==> config.mk <==
export PLATFORM = sky130hd
export DESIGN_NAME = descending_sorted_insert_list_core_flat
export DESIGN_NICKNAME = d
export VERILOG_FILES = /design/src/sv/dsil_pkg.sv /design/src/sv/dsil_if.sv /design/src/sv/dsil_cell.sv /design/src/sv/descending_sorted_insert_list_core.sv /design/src/flat_wrapper.sv
export SDC_FILE = /design/constraint.sdc
export NUM_CORES = 2
export LEC_CHECK = 0
export CAP_MARGIN = 5
export CORE_MARGIN = 2
export CORE_UTILIZATION = 45
export DETAILED_ROUTE_END_ITERATION = 6
export DONT_BUFFER_PORTS = 1
export HOLD_SLACK_MARGIN = 0.08
export SETUP_SLACK_MARGIN = 0.05
export SLEW_MARGIN = 20
export SYNTH_ARGS = -nofsm -noshare
export SYNTH_HDL_FRONTEND = slang
export SYNTH_HIERARCHICAL = 1
export SYNTH_SLANG_ARGS = --single-unit
==> constraint.sdc <==
create_clock -name i_clk -period 6.3 [get_ports i_clk]
set_input_delay 0 -clock i_clk [delete_from_list [all_inputs] [get_ports i_clk]]
set_output_delay 0 -clock i_clk [all_outputs]
set_load 0.02 [all_outputs]
==> src/sv/dsil_pkg.sv <==
// Shared constants, types and operation codes for the descending sorted insert list.
package dsil_pkg;

    localparam int DEPTH = 16;
    localparam int CNT_W = $clog2(DEPTH + 1);
    localparam int IDX_W = $clog2(DEPTH);
    localparam int VAL_W = 32;
    localparam int OP_W  = 2;
    localparam int RIX_W = 4;

    typedef enum logic [OP_W-1:0] {
        OP_APPEND = 2'd0,
        OP_INSERT = 2'd1,
        OP_READ   = 2'd2
    } t_op;

    // Per-cycle command broadcast to every cell.
    typedef struct packed {
        logic fire;
        logic insert;
        logic append;
    } t_cell_ctl;

endpackage

==> src/sv/dsil_if.sv <==
// Valid/ready channel interfaces for requests and results.
interface dsil_in_if import dsil_pkg::*; ();
    logic                    valid;
    logic                    ready;
    logic [OP_W-1:0]         operation;
    logic signed [VAL_W-1:0] item_value;
    logic [RIX_W-1:0]        read_index;

    modport source (output valid, output operation, output item_value, output read_index,
                    input ready);
    modport sink (input valid, input operation, input item_value, input read_index,
                  output ready);
endinterface

interface dsil_out_if import dsil_pkg::*; ();
    logic                    valid;
    logic                    ready;
    logic signed [VAL_W-1:0] entry_value;
    logic                    entry_valid;
    logic [CNT_W-1:0]        list_length;
    logic                    overflow;

    modport source (output valid, output entry_value, output entry_valid,
                    output list_length, output overflow, input ready);
    modport sink (input valid, input entry_value, input entry_valid,
                  input list_length, input overflow, output ready);
endinterface

==> src/sv/dsil_cell.sv <==
// One list slot: holds an entry, compares against the new value, shifts from its left neighbor.
module dsil_cell
    import dsil_pkg::*;
(
    input  logic                    i_clk,
    input  t_cell_ctl               i_ctl,
    input  logic signed [VAL_W-1:0] i_new_value,
    input  logic                    i_occupied,
    input  logic                    i_at_tail,
    input  logic                    i_left_found,
    input  logic signed [VAL_W-1:0] i_left_value,
    output logic                    o_found,
    output logic signed [VAL_W-1:0] o_value
);

    logic signed [VAL_W-1:0] r_value;
    logic                    w_stop;

    // The insert lands at the first occupied slot whose entry does not exceed the value.
    assign w_stop  = i_occupied && (i_new_value >= r_value);
    assign o_found = i_left_found || w_stop;
    assign o_value = r_value;

    always_ff @(posedge i_clk) begin
        if (i_ctl.fire) begin
            if (i_ctl.insert) begin
                if (i_left_found) begin
                    r_value <= i_left_value;
                end else if (w_stop || i_at_tail) begin
                    r_value <= i_new_value;
                end
            end else if (i_ctl.append && i_at_tail) begin
                r_value <= i_new_value;
            end
        end
    end

endmodule

==> src/sv/descending_sorted_insert_list_core.sv <==
// Top level of the descending sorted insert list: a row of cells plus count and result register.
//
// Usage:
//   i_in carries one request per handshake: append a value at the tail, insert it in
//   descending order, or read the entry at read_index. o_out returns exactly one result
//   per request with the read entry, its valid flag, the list length after the request
//   and an overflow flag set when a value was dropped because the list was full.
//   Every cell compares the incoming value with its own entry in the same cycle; the
//   insert position ripples as a found flag along the row, the cell there takes the new
//   value and every cell past it takes its left neighbor's entry, so an insert completes
//   in the cycle it is accepted. The result is registered and appears the cycle after.
//   Throughput: one request per cycle while the receiver takes results; set by the
//   single result register, which is refilled in the same cycle it is drained.
//   Reset clears the entry count and the result valid flag and holds i_in.ready low;
//   entry contents are not cleared, since only slots below the count are ever read.
//   When the receiver stalls, the result holds in the register and i_in.ready drops
//   until it is taken; the list state does not change meanwhile.
module descending_sorted_insert_list_core
    import dsil_pkg::*;
(
    input  logic             i_clk,
    input  logic             i_rst_n,
    dsil_in_if.sink          i_in,
    dsil_out_if.source       o_out
);

    logic [CNT_W-1:0]        r_count;
    logic [CNT_W-1:0]        n_count;
    logic                    r_out_valid;
    logic signed [VAL_W-1:0] r_entry_value;
    logic signed [VAL_W-1:0] n_entry_value;
    logic                    r_entry_valid;
    logic                    n_entry_valid;
    logic                    r_overflow;
    logic                    n_overflow;
    logic [CNT_W-1:0]        r_length;

    t_cell_ctl               w_ctl;
    logic                    w_fire;
    logic                    w_full;
    logic                    w_found [DEPTH];
    logic signed [VAL_W-1:0] w_value [DEPTH];
    logic [CNT_W+RIX_W-1:0]  w_idx_ext;

    assign i_in.ready = i_rst_n && (!r_out_valid || o_out.ready);
    assign w_fire     = i_in.valid && i_in.ready;
    assign w_full     = (r_count == CNT_W'(DEPTH));

    always_comb begin
        w_ctl.fire   = w_fire;
        w_ctl.insert = 1'b0;
        w_ctl.append = 1'b0;
        unique case (i_in.operation)
            OP_APPEND: w_ctl.append = 1'b1;
            OP_INSERT: w_ctl.insert = 1'b1;
            default:   ;
        endcase
    end

    for (genvar g = 0; g < DEPTH; g++) begin : g_cell
        logic                    w_left_found;
        logic signed [VAL_W-1:0] w_left_value;

        if (g == 0) begin : g_head
            assign w_left_found = 1'b0;
            assign w_left_value = i_in.item_value;
        end else begin : g_body
            assign w_left_found = w_found[g-1];
            assign w_left_value = w_value[g-1];
        end

        dsil_cell u_cell (
            .i_clk        (i_clk),
            .i_ctl        (w_ctl),
            .i_new_value  (i_in.item_value),
            .i_occupied   (CNT_W'(g) < r_count),
            .i_at_tail    (CNT_W'(g) == r_count),
            .i_left_found (w_left_found),
            .i_left_value (w_left_value),
            .o_found      (w_found[g]),
            .o_value      (w_value[g])
        );
    end

    assign w_idx_ext = (CNT_W+RIX_W)'(i_in.read_index);

    always_comb begin
        n_count       = r_count;
        n_overflow    = 1'b0;
        n_entry_valid = 1'b0;
        n_entry_value = '0;
        if (w_ctl.append || w_ctl.insert) begin
            if (w_full) begin
                n_overflow = 1'b1;
            end else begin
                n_count = r_count + CNT_W'(1);
            end
        end else if (i_in.operation == OP_READ) begin
            if (w_idx_ext < (CNT_W+RIX_W)'(r_count)) begin
                n_entry_valid = 1'b1;
                n_entry_value = w_value[w_idx_ext[IDX_W-1:0]];
            end
        end
    end

    always_ff @(posedge i_clk) begin
        if (!i_rst_n) begin
            r_count     <= '0;
            r_out_valid <= 1'b0;
        end else begin
            if (w_fire) begin
                r_count     <= n_count;
                r_out_valid <= 1'b1;
            end else if (o_out.ready) begin
                r_out_valid <= 1'b0;
            end
        end
    end

    // Payload: load on every accepted request, hold otherwise.
    always_ff @(posedge i_clk) begin
        if (w_fire) begin
            r_entry_value <= n_entry_value;
            r_entry_valid <= n_entry_valid;
            r_overflow    <= n_overflow;
            r_length      <= n_count;
        end
    end

    assign o_out.valid       = r_out_valid;
    assign o_out.entry_value = r_entry_value;
    assign o_out.entry_valid = r_entry_valid;
    assign o_out.list_length = r_length;
    assign o_out.overflow    = r_overflow;

    a_count_bound: assert property (@(posedge i_clk) disable iff (!i_rst_n)
        r_count <= CNT_W'(DEPTH))
        else $error("entry count above depth");

    a_ovf_full: assert property (@(posedge i_clk) disable iff (!i_rst_n)
        o_out.valid && o_out.overflow |-> o_out.list_length == CNT_W'(DEPTH))
        else $error("overflow reported on a list that is not full");

    a_grow: assert property (@(posedge i_clk) disable iff (!i_rst_n)
        w_fire && (w_ctl.append || w_ctl.insert) && !w_full
        |=> r_count == $past(r_count) + CNT_W'(1))
        else $error("count did not advance on a write");

    a_read_excl: assert property (@(posedge i_clk) disable iff (!i_rst_n)
        o_out.valid && o_out.entry_valid |-> !o_out.overflow)
        else $error("read result flagged as overflow");

    a_hold_count: assert property (@(posedge i_clk) disable iff (!i_rst_n)
        !w_fire |=> r_count == $past(r_count))
        else $error("count changed without a request");

endmodule
==> src/flat_wrapper.sv <==
// flat-port wrapper written by rule: the top's interface ports become plain ports
module descending_sorted_insert_list_core_flat import dsil_pkg::*;
  (i_clk, i_rst_n, i_in_valid, i_in_operation, i_in_item_value, i_in_read_index, i_in_ready, o_out_valid, o_out_entry_value, o_out_entry_valid, o_out_list_length, o_out_overflow, o_out_ready);
  dsil_in_if i_in_i ();
  dsil_out_if o_out_i ();
  input  logic i_clk;
  input  logic i_rst_n;
  input wire logic [$bits(i_in_i.valid)-1:0] i_in_valid;
  input wire logic [$bits(i_in_i.operation)-1:0] i_in_operation;
  input wire logic [$bits(i_in_i.item_value)-1:0] i_in_item_value;
  input wire logic [$bits(i_in_i.read_index)-1:0] i_in_read_index;
  output wire logic [$bits(i_in_i.ready)-1:0] i_in_ready;
  output wire logic [$bits(o_out_i.valid)-1:0] o_out_valid;
  output wire logic [$bits(o_out_i.entry_value)-1:0] o_out_entry_value;
  output wire logic [$bits(o_out_i.entry_valid)-1:0] o_out_entry_valid;
  output wire logic [$bits(o_out_i.list_length)-1:0] o_out_list_length;
  output wire logic [$bits(o_out_i.overflow)-1:0] o_out_overflow;
  input wire logic [$bits(o_out_i.ready)-1:0] o_out_ready;
  assign i_in_i.valid = i_in_valid;
  assign i_in_i.operation = i_in_operation;
  assign i_in_i.item_value = i_in_item_value;
  assign i_in_i.read_index = i_in_read_index;
  assign i_in_ready = i_in_i.ready;
  assign o_out_valid = o_out_i.valid;
  assign o_out_entry_value = o_out_i.entry_value;
  assign o_out_entry_valid = o_out_i.entry_valid;
  assign o_out_list_length = o_out_i.list_length;
  assign o_out_overflow = o_out_i.overflow;
  assign o_out_i.ready = o_out_ready;
  descending_sorted_insert_list_core u_core (.i_clk(i_clk), .i_rst_n(i_rst_n), .i_in(i_in_i), .o_out(o_out_i));
endmodule
==> results.rst <==
.. list-table::
   :header-rows: 1

   * - Metric
     - Value
   * - Status
     - finished with violations
   * - Failing checks
     - negative setup slack
   * - Worst hold path type
     - input pin to register
   * - TritonCTS Buffers
     - 70
   * - Series of cell instances along the critical path
     - ha_1 -> nand2b_4 -> a2111o_1 -> a31oi_4 -> o211ai_1 -> a211o_1 -> a211o_1 -> a211o_1 -> a211o_1 -> a211o_1 -> a211o_1 -> a211o_1 -> a211o_1 -> a211o_1 -> a211o_1 -> a211o_1 -> a211o_1 -> a211o_1 -> a211o_1 -> a211o_1 -> a211o_1 -> o211a_4 -> buf_12
   * - Worst setup SP type
     - register
   * - Critical path launch point
     - u_core/g_cell[0].u_cell/o_value[0]
   * - Max_cap viols
     - 0
   * - Most instantiated library cell after synthesis
     - sky130_fd_sc_hd__edfxtp_1
   * - Detail-routed via count per cell
     - 5.92
   * - Ranking of synthesized cells by area
     - sky130_fd_sc_hd__edfxtp_1, sky130_fd_sc_hd__ha_1, sky130_fd_sc_hd__mux2_2
   * - Placeable core region
     - 0.0919 mm^2
   * - Post-DRT Antenna Nets
     - 0
   * - Start-to-end type of the worst setup path
     - register to register
   * - Post-synthesis xor/xnor area fraction
     - 0.000627
   * - Clock latency on the worst-skew pair
     - 0.63 ns
   * - Initial detailed-routing violation count
     - 2363
   * - Layer with the highest usage after global routing
     - met2
   * - Layout filler cell count
     - 8115
   * - Final Total Pwr
     - 9.59 mW
   * - Hold Path Depth
     - 4
   * - Placed cell area
     - 0.0439 mm^2
   * - Adder and majority cell fraction of the synthesized area
     - 0.155
   * - # nets final
     - 4207
   * - Met2 track utilization from global routing
     - 0.391
   * - Maximum buffer depth of the clock tree
     - 3
   * - Arrival time reported for the critical path endpoint
     - 7.15 ns
   * - Post-detail-place hpwl
     - about 80 mm
   * - Proportion of synthesized chip area in sequential cells
     - 0.398
   * - Pins over their slew limit
     - 0
   * - IO Port Bufs
     - 0
   * - Area fraction in compound gates after synthesis
     - 0.102
   * - Ys Warns
     - 6
   * - Detailed-route DRC error count
     - 0
   * - Worst hold slack
     - roughly 0.11 ns
   * - Final worst-path cycle share
     - 1.08
   * - CTS H-tree depth
     - 3
   * - Most prevalent standard cell on the critical path
     - sky130_fd_sc_hd__a211o_1
   * - GRT Resource Usage Total
     - 0.258
   * - Top cell type by total area after synthesis
     - sky130_fd_sc_hd__edfxtp_1
   * - Cell count after synthesis
     - 3504
   * - Top cells by count, synth
     - sky130_fd_sc_hd__edfxtp_1, sky130_fd_sc_hd__inv_1, sky130_fd_sc_hd__ha_1
   * - Leading register cell type out of synthesis
     - sky130_fd_sc_hd__edfxtp_1
   * - Area of the multi-input gates
     - ~0.023 mm^2
   * - Total vias in the final route
     - 29284
   * - Met3 GRT Util
     - 0.0396
   * - FF-to-FF path depth
     - 23
   * - Critical hold path startpoint
     - i_in_read_index[1]
   * - Clock-pin slew on the worst setup and hold paths
     - 0.06 ns
   * - Worst R2R Start
     - u_core/g_cell[0].u_cell/o_value[0]
   * - Final wirelength
     - 124 mm
   * - Tightest Pin Transition
     - 1.44 ns
   * - Number of logic stages on the critical path including buffering
     - 23
   * - Number of buffers and inverters on the critical path
     - 1
   * - Min Tclk post-route
     - 6.79 ns
   * - Sequential cell area
     - 0.0167 mm^2
   * - Final design instance area without fill
     - 0.0474 mm^2
   * - Power Dens Cells
     - 202 mW/mm^2
   * - Max Clock Freq
     - 147 MHz
   * - Number of flip-flops and latches in the synthesized netlist
     - 557
   * - Maximum cell stage delay along the critical path
     - 0.44 ns
   * - Kind of cell with the highest combined delay on the critical path
     - compound AO/OA/AOI/OAI gates
   * - Largest fanout on the critical path
     - 16
   * - Total global routing overflow
     - 0
   * - Max VDD drop
     - 169 uV
   * - Combinational family with the most area after synthesis
     - multiplexers
   * - Least setup slack across all paths after layout
     - -0.490 ns
   * - Root Driver
     - sky130_fd_sc_hd__clkbuf_16
   * - Post-Syn Area per Cell
     - 12.0 um^2
   * - Io pins
     - 83
   * - Syn Std Cell Area
     - 0.0419 mm^2
   * - Starting density of the core
     - 0.456
   * - Post-synthesis async set-or-reset flop share
     - 0
   * - Worst path slowest cell
     - sky130_fd_sc_hd__a2111o_1
   * - Vertical die dimension
     - 309 um
   * - Final number of hold-violating endpoints
     - 0
   * - Portion of netlist area occupied by mux cells
     - 0.215
   * - Setup repair after global routing missed its margin
     - true
   * - Global-route wire length before repair
     - 185 mm
   * - Horizontal extent of the die
     - 309 um
   * - Gp weighted congestion
     - 0.864
   * - Routed length per placed instance
     - 25.2 um
   * - Number of sinks driven by the clock tree
     - ~560
   * - Leak Pwr
     - 20.4 nW
   * - Worst EP required
     - 6.66 ns
   * - CP Capture Type
     - register
   * - Relative slew margins
     - 0.0357
   * - Total of endpoints with negative setup slack in the final report
     - 192
   * - Number of different library cells in the post-synthesis netlist
     - 60
   * - TritonCTS clock tree
     - built
   * - DRT Pass-1 Iters
     - 6
   * - Count of flip-flops with a built-in enable after synthesis
     - 551
   * - Fraction of post-synthesis cell area in the top cell type by area
     - 0.395
   * - Number of antenna violations at the first check in global routing
     - 3
   * - Largest net degree at the start of global routing
     - 162
   * - Fraction of final layout cells sized beyond drive strength 1
     - 0.252
   * - Worst-case clock skew
     - 0.0343 ns
   * - Number of placement rows
     - 111
   * - Die footprint
     - 0.0956 mm^2
   * - Met1 track demand over resource
     - 0.385
   * - Number of global-route vias before repair
     - 28774
   * - Area growth from synthesis to final layout
     - 13.2%
   * - Simple-gate share of the synthesized area
     - 0.0694
[tightest hold or removal path, cell delays in order]
cell and delay, ns:
sky130_fd_sc_hd__mux4_2 0.18, sky130_fd_sc_hd__nand2b_1 0.14, sky130_fd_sc_hd__a22oi_2 0.10, sky130_fd_sc_hd__a211oi_2 0.14
[power by group]
group / leakage [nW] / total (mW) / switching (mW) / internal (mW)
Combinational: 14.3 / 1.41 / 0.729 / 0.684
Clock: 1.07 / 3.94 / 1.64 / 2.30
Sequential: 5.03 / 4.24 / 0.0617 / 4.18
[state kept, by name (all words and copies together), names as in the netlist]
name,cells
u_core/o_out.entry_value,32
u_core/o_out.overflow,1
u_core/g_cell.u_cell/o_value,512
u_core/o_out.entry_valid,1
u_core/o_out.list_length,5
u_core/o_out.valid,1
u_core/r_count,5
[metrics by stage]
| step | util | setup WS (ns) | TNS (ns) | std cells |
|---|---|---|---|---|
| global route | 0.516 | -0.645 | -80.69 | 4945 |
| global placement | 0.478 | -0.373 | -33.04 | 4741 |
| CTS | 0.511 | -0.454 | -45.64 | 4930 |
| floorplan | - | 0.100 | 0 | 3505 |
| finish | 0.516 | -0.490 | -51.04 | 4945 |
| detailed placement | 0.478 | -0.455 | -44.98 | 4741 |
[path summary, 6_finish.rpt]
path | to | slack, ns
max | u_core/g_cell[15].u_cell/o_value[4] | -0.49
min | u_core/o_out.entry_value[20] | 0.11
max reg2reg | u_core/g_cell[15].u_cell/o_value[4] | -0.49
min reg2reg | u_core/g_cell[7].u_cell/o_value[29] | 0.58
[kinds of logic after synthesis]
logic type,Yosys count
compound gates,577
xor+xnor,3
fa+ha+maj,518
buf+inv,653
flops,557
mux,707
other cells,1
simple gates,488
[area by class of cell]
type,count,share of cell area
multi-input combinational,2295,0.486
sequential,557,0.351
inverter,538,0.0426
timing repair buffer,185,0.0411
clock buffer,91,0.0404
tap,1243,0.0328
clock inverter,34,0.00572
antenna,2,0.000105
[metal layers]
layer  part of all wire  up-vias
met5            0.00010        -
met4              0.024        2
met3              0.067      141
met2               0.44      955
met1               0.47    14769
li1                   -    13417
[cell usage in the layout (no fill, tap or decap), types with 20 or more instances in the layout]
cell                            synthesis  final
sky130_fd_sc_hd__ha_1                 518    517
sky130_fd_sc_hd__a21o_1                52     51
sky130_fd_sc_hd__buf_4                  3    103
sky130_fd_sc_hd__edfxtp_1             551    551
sky130_fd_sc_hd__o21ai_0               68     68
sky130_fd_sc_hd__a21oi_1              162    162
sky130_fd_sc_hd__nand2b_1              70     69
sky130_fd_sc_hd__inv_1                536    533
sky130_fd_sc_hd__nand4_2               32     32
sky130_fd_sc_hd__mux2_2               412    366
sky130_fd_sc_hd__a221oi_2              20     20
sky130_fd_sc_hd__nand2_1              169    165
sky130_fd_sc_hd__mux2_1               112     99
sky130_fd_sc_hd__mux2_4                20     79
sky130_fd_sc_hd__a211oi_2              44     44
sky130_fd_sc_hd__a22oi_1               28     28
sky130_fd_sc_hd__mux4_2                96     96
sky130_fd_sc_hd__dlygate4sd3_1          0     53
sky130_fd_sc_hd__a22oi_2               20     20
sky130_fd_sc_hd__mux2i_1               67     67
sky130_fd_sc_hd__a31oi_1               48     47
sky130_fd_sc_hd__o21ai_1               32     32
sky130_fd_sc_hd__nor2_1                56     56
sky130_fd_sc_hd__clkbuf_16              0     80
[timing repair]
item	4_1_cts	5_1_grt
setup buffers	3	7
cloned	7	7
hold endpoints to repair	557	0
gates resized for setup	18	73
endpoints found under the setup margin	192	198
hold buffers	55	0
pin swaps	3	0
Power figures use the tool's default switching activity.
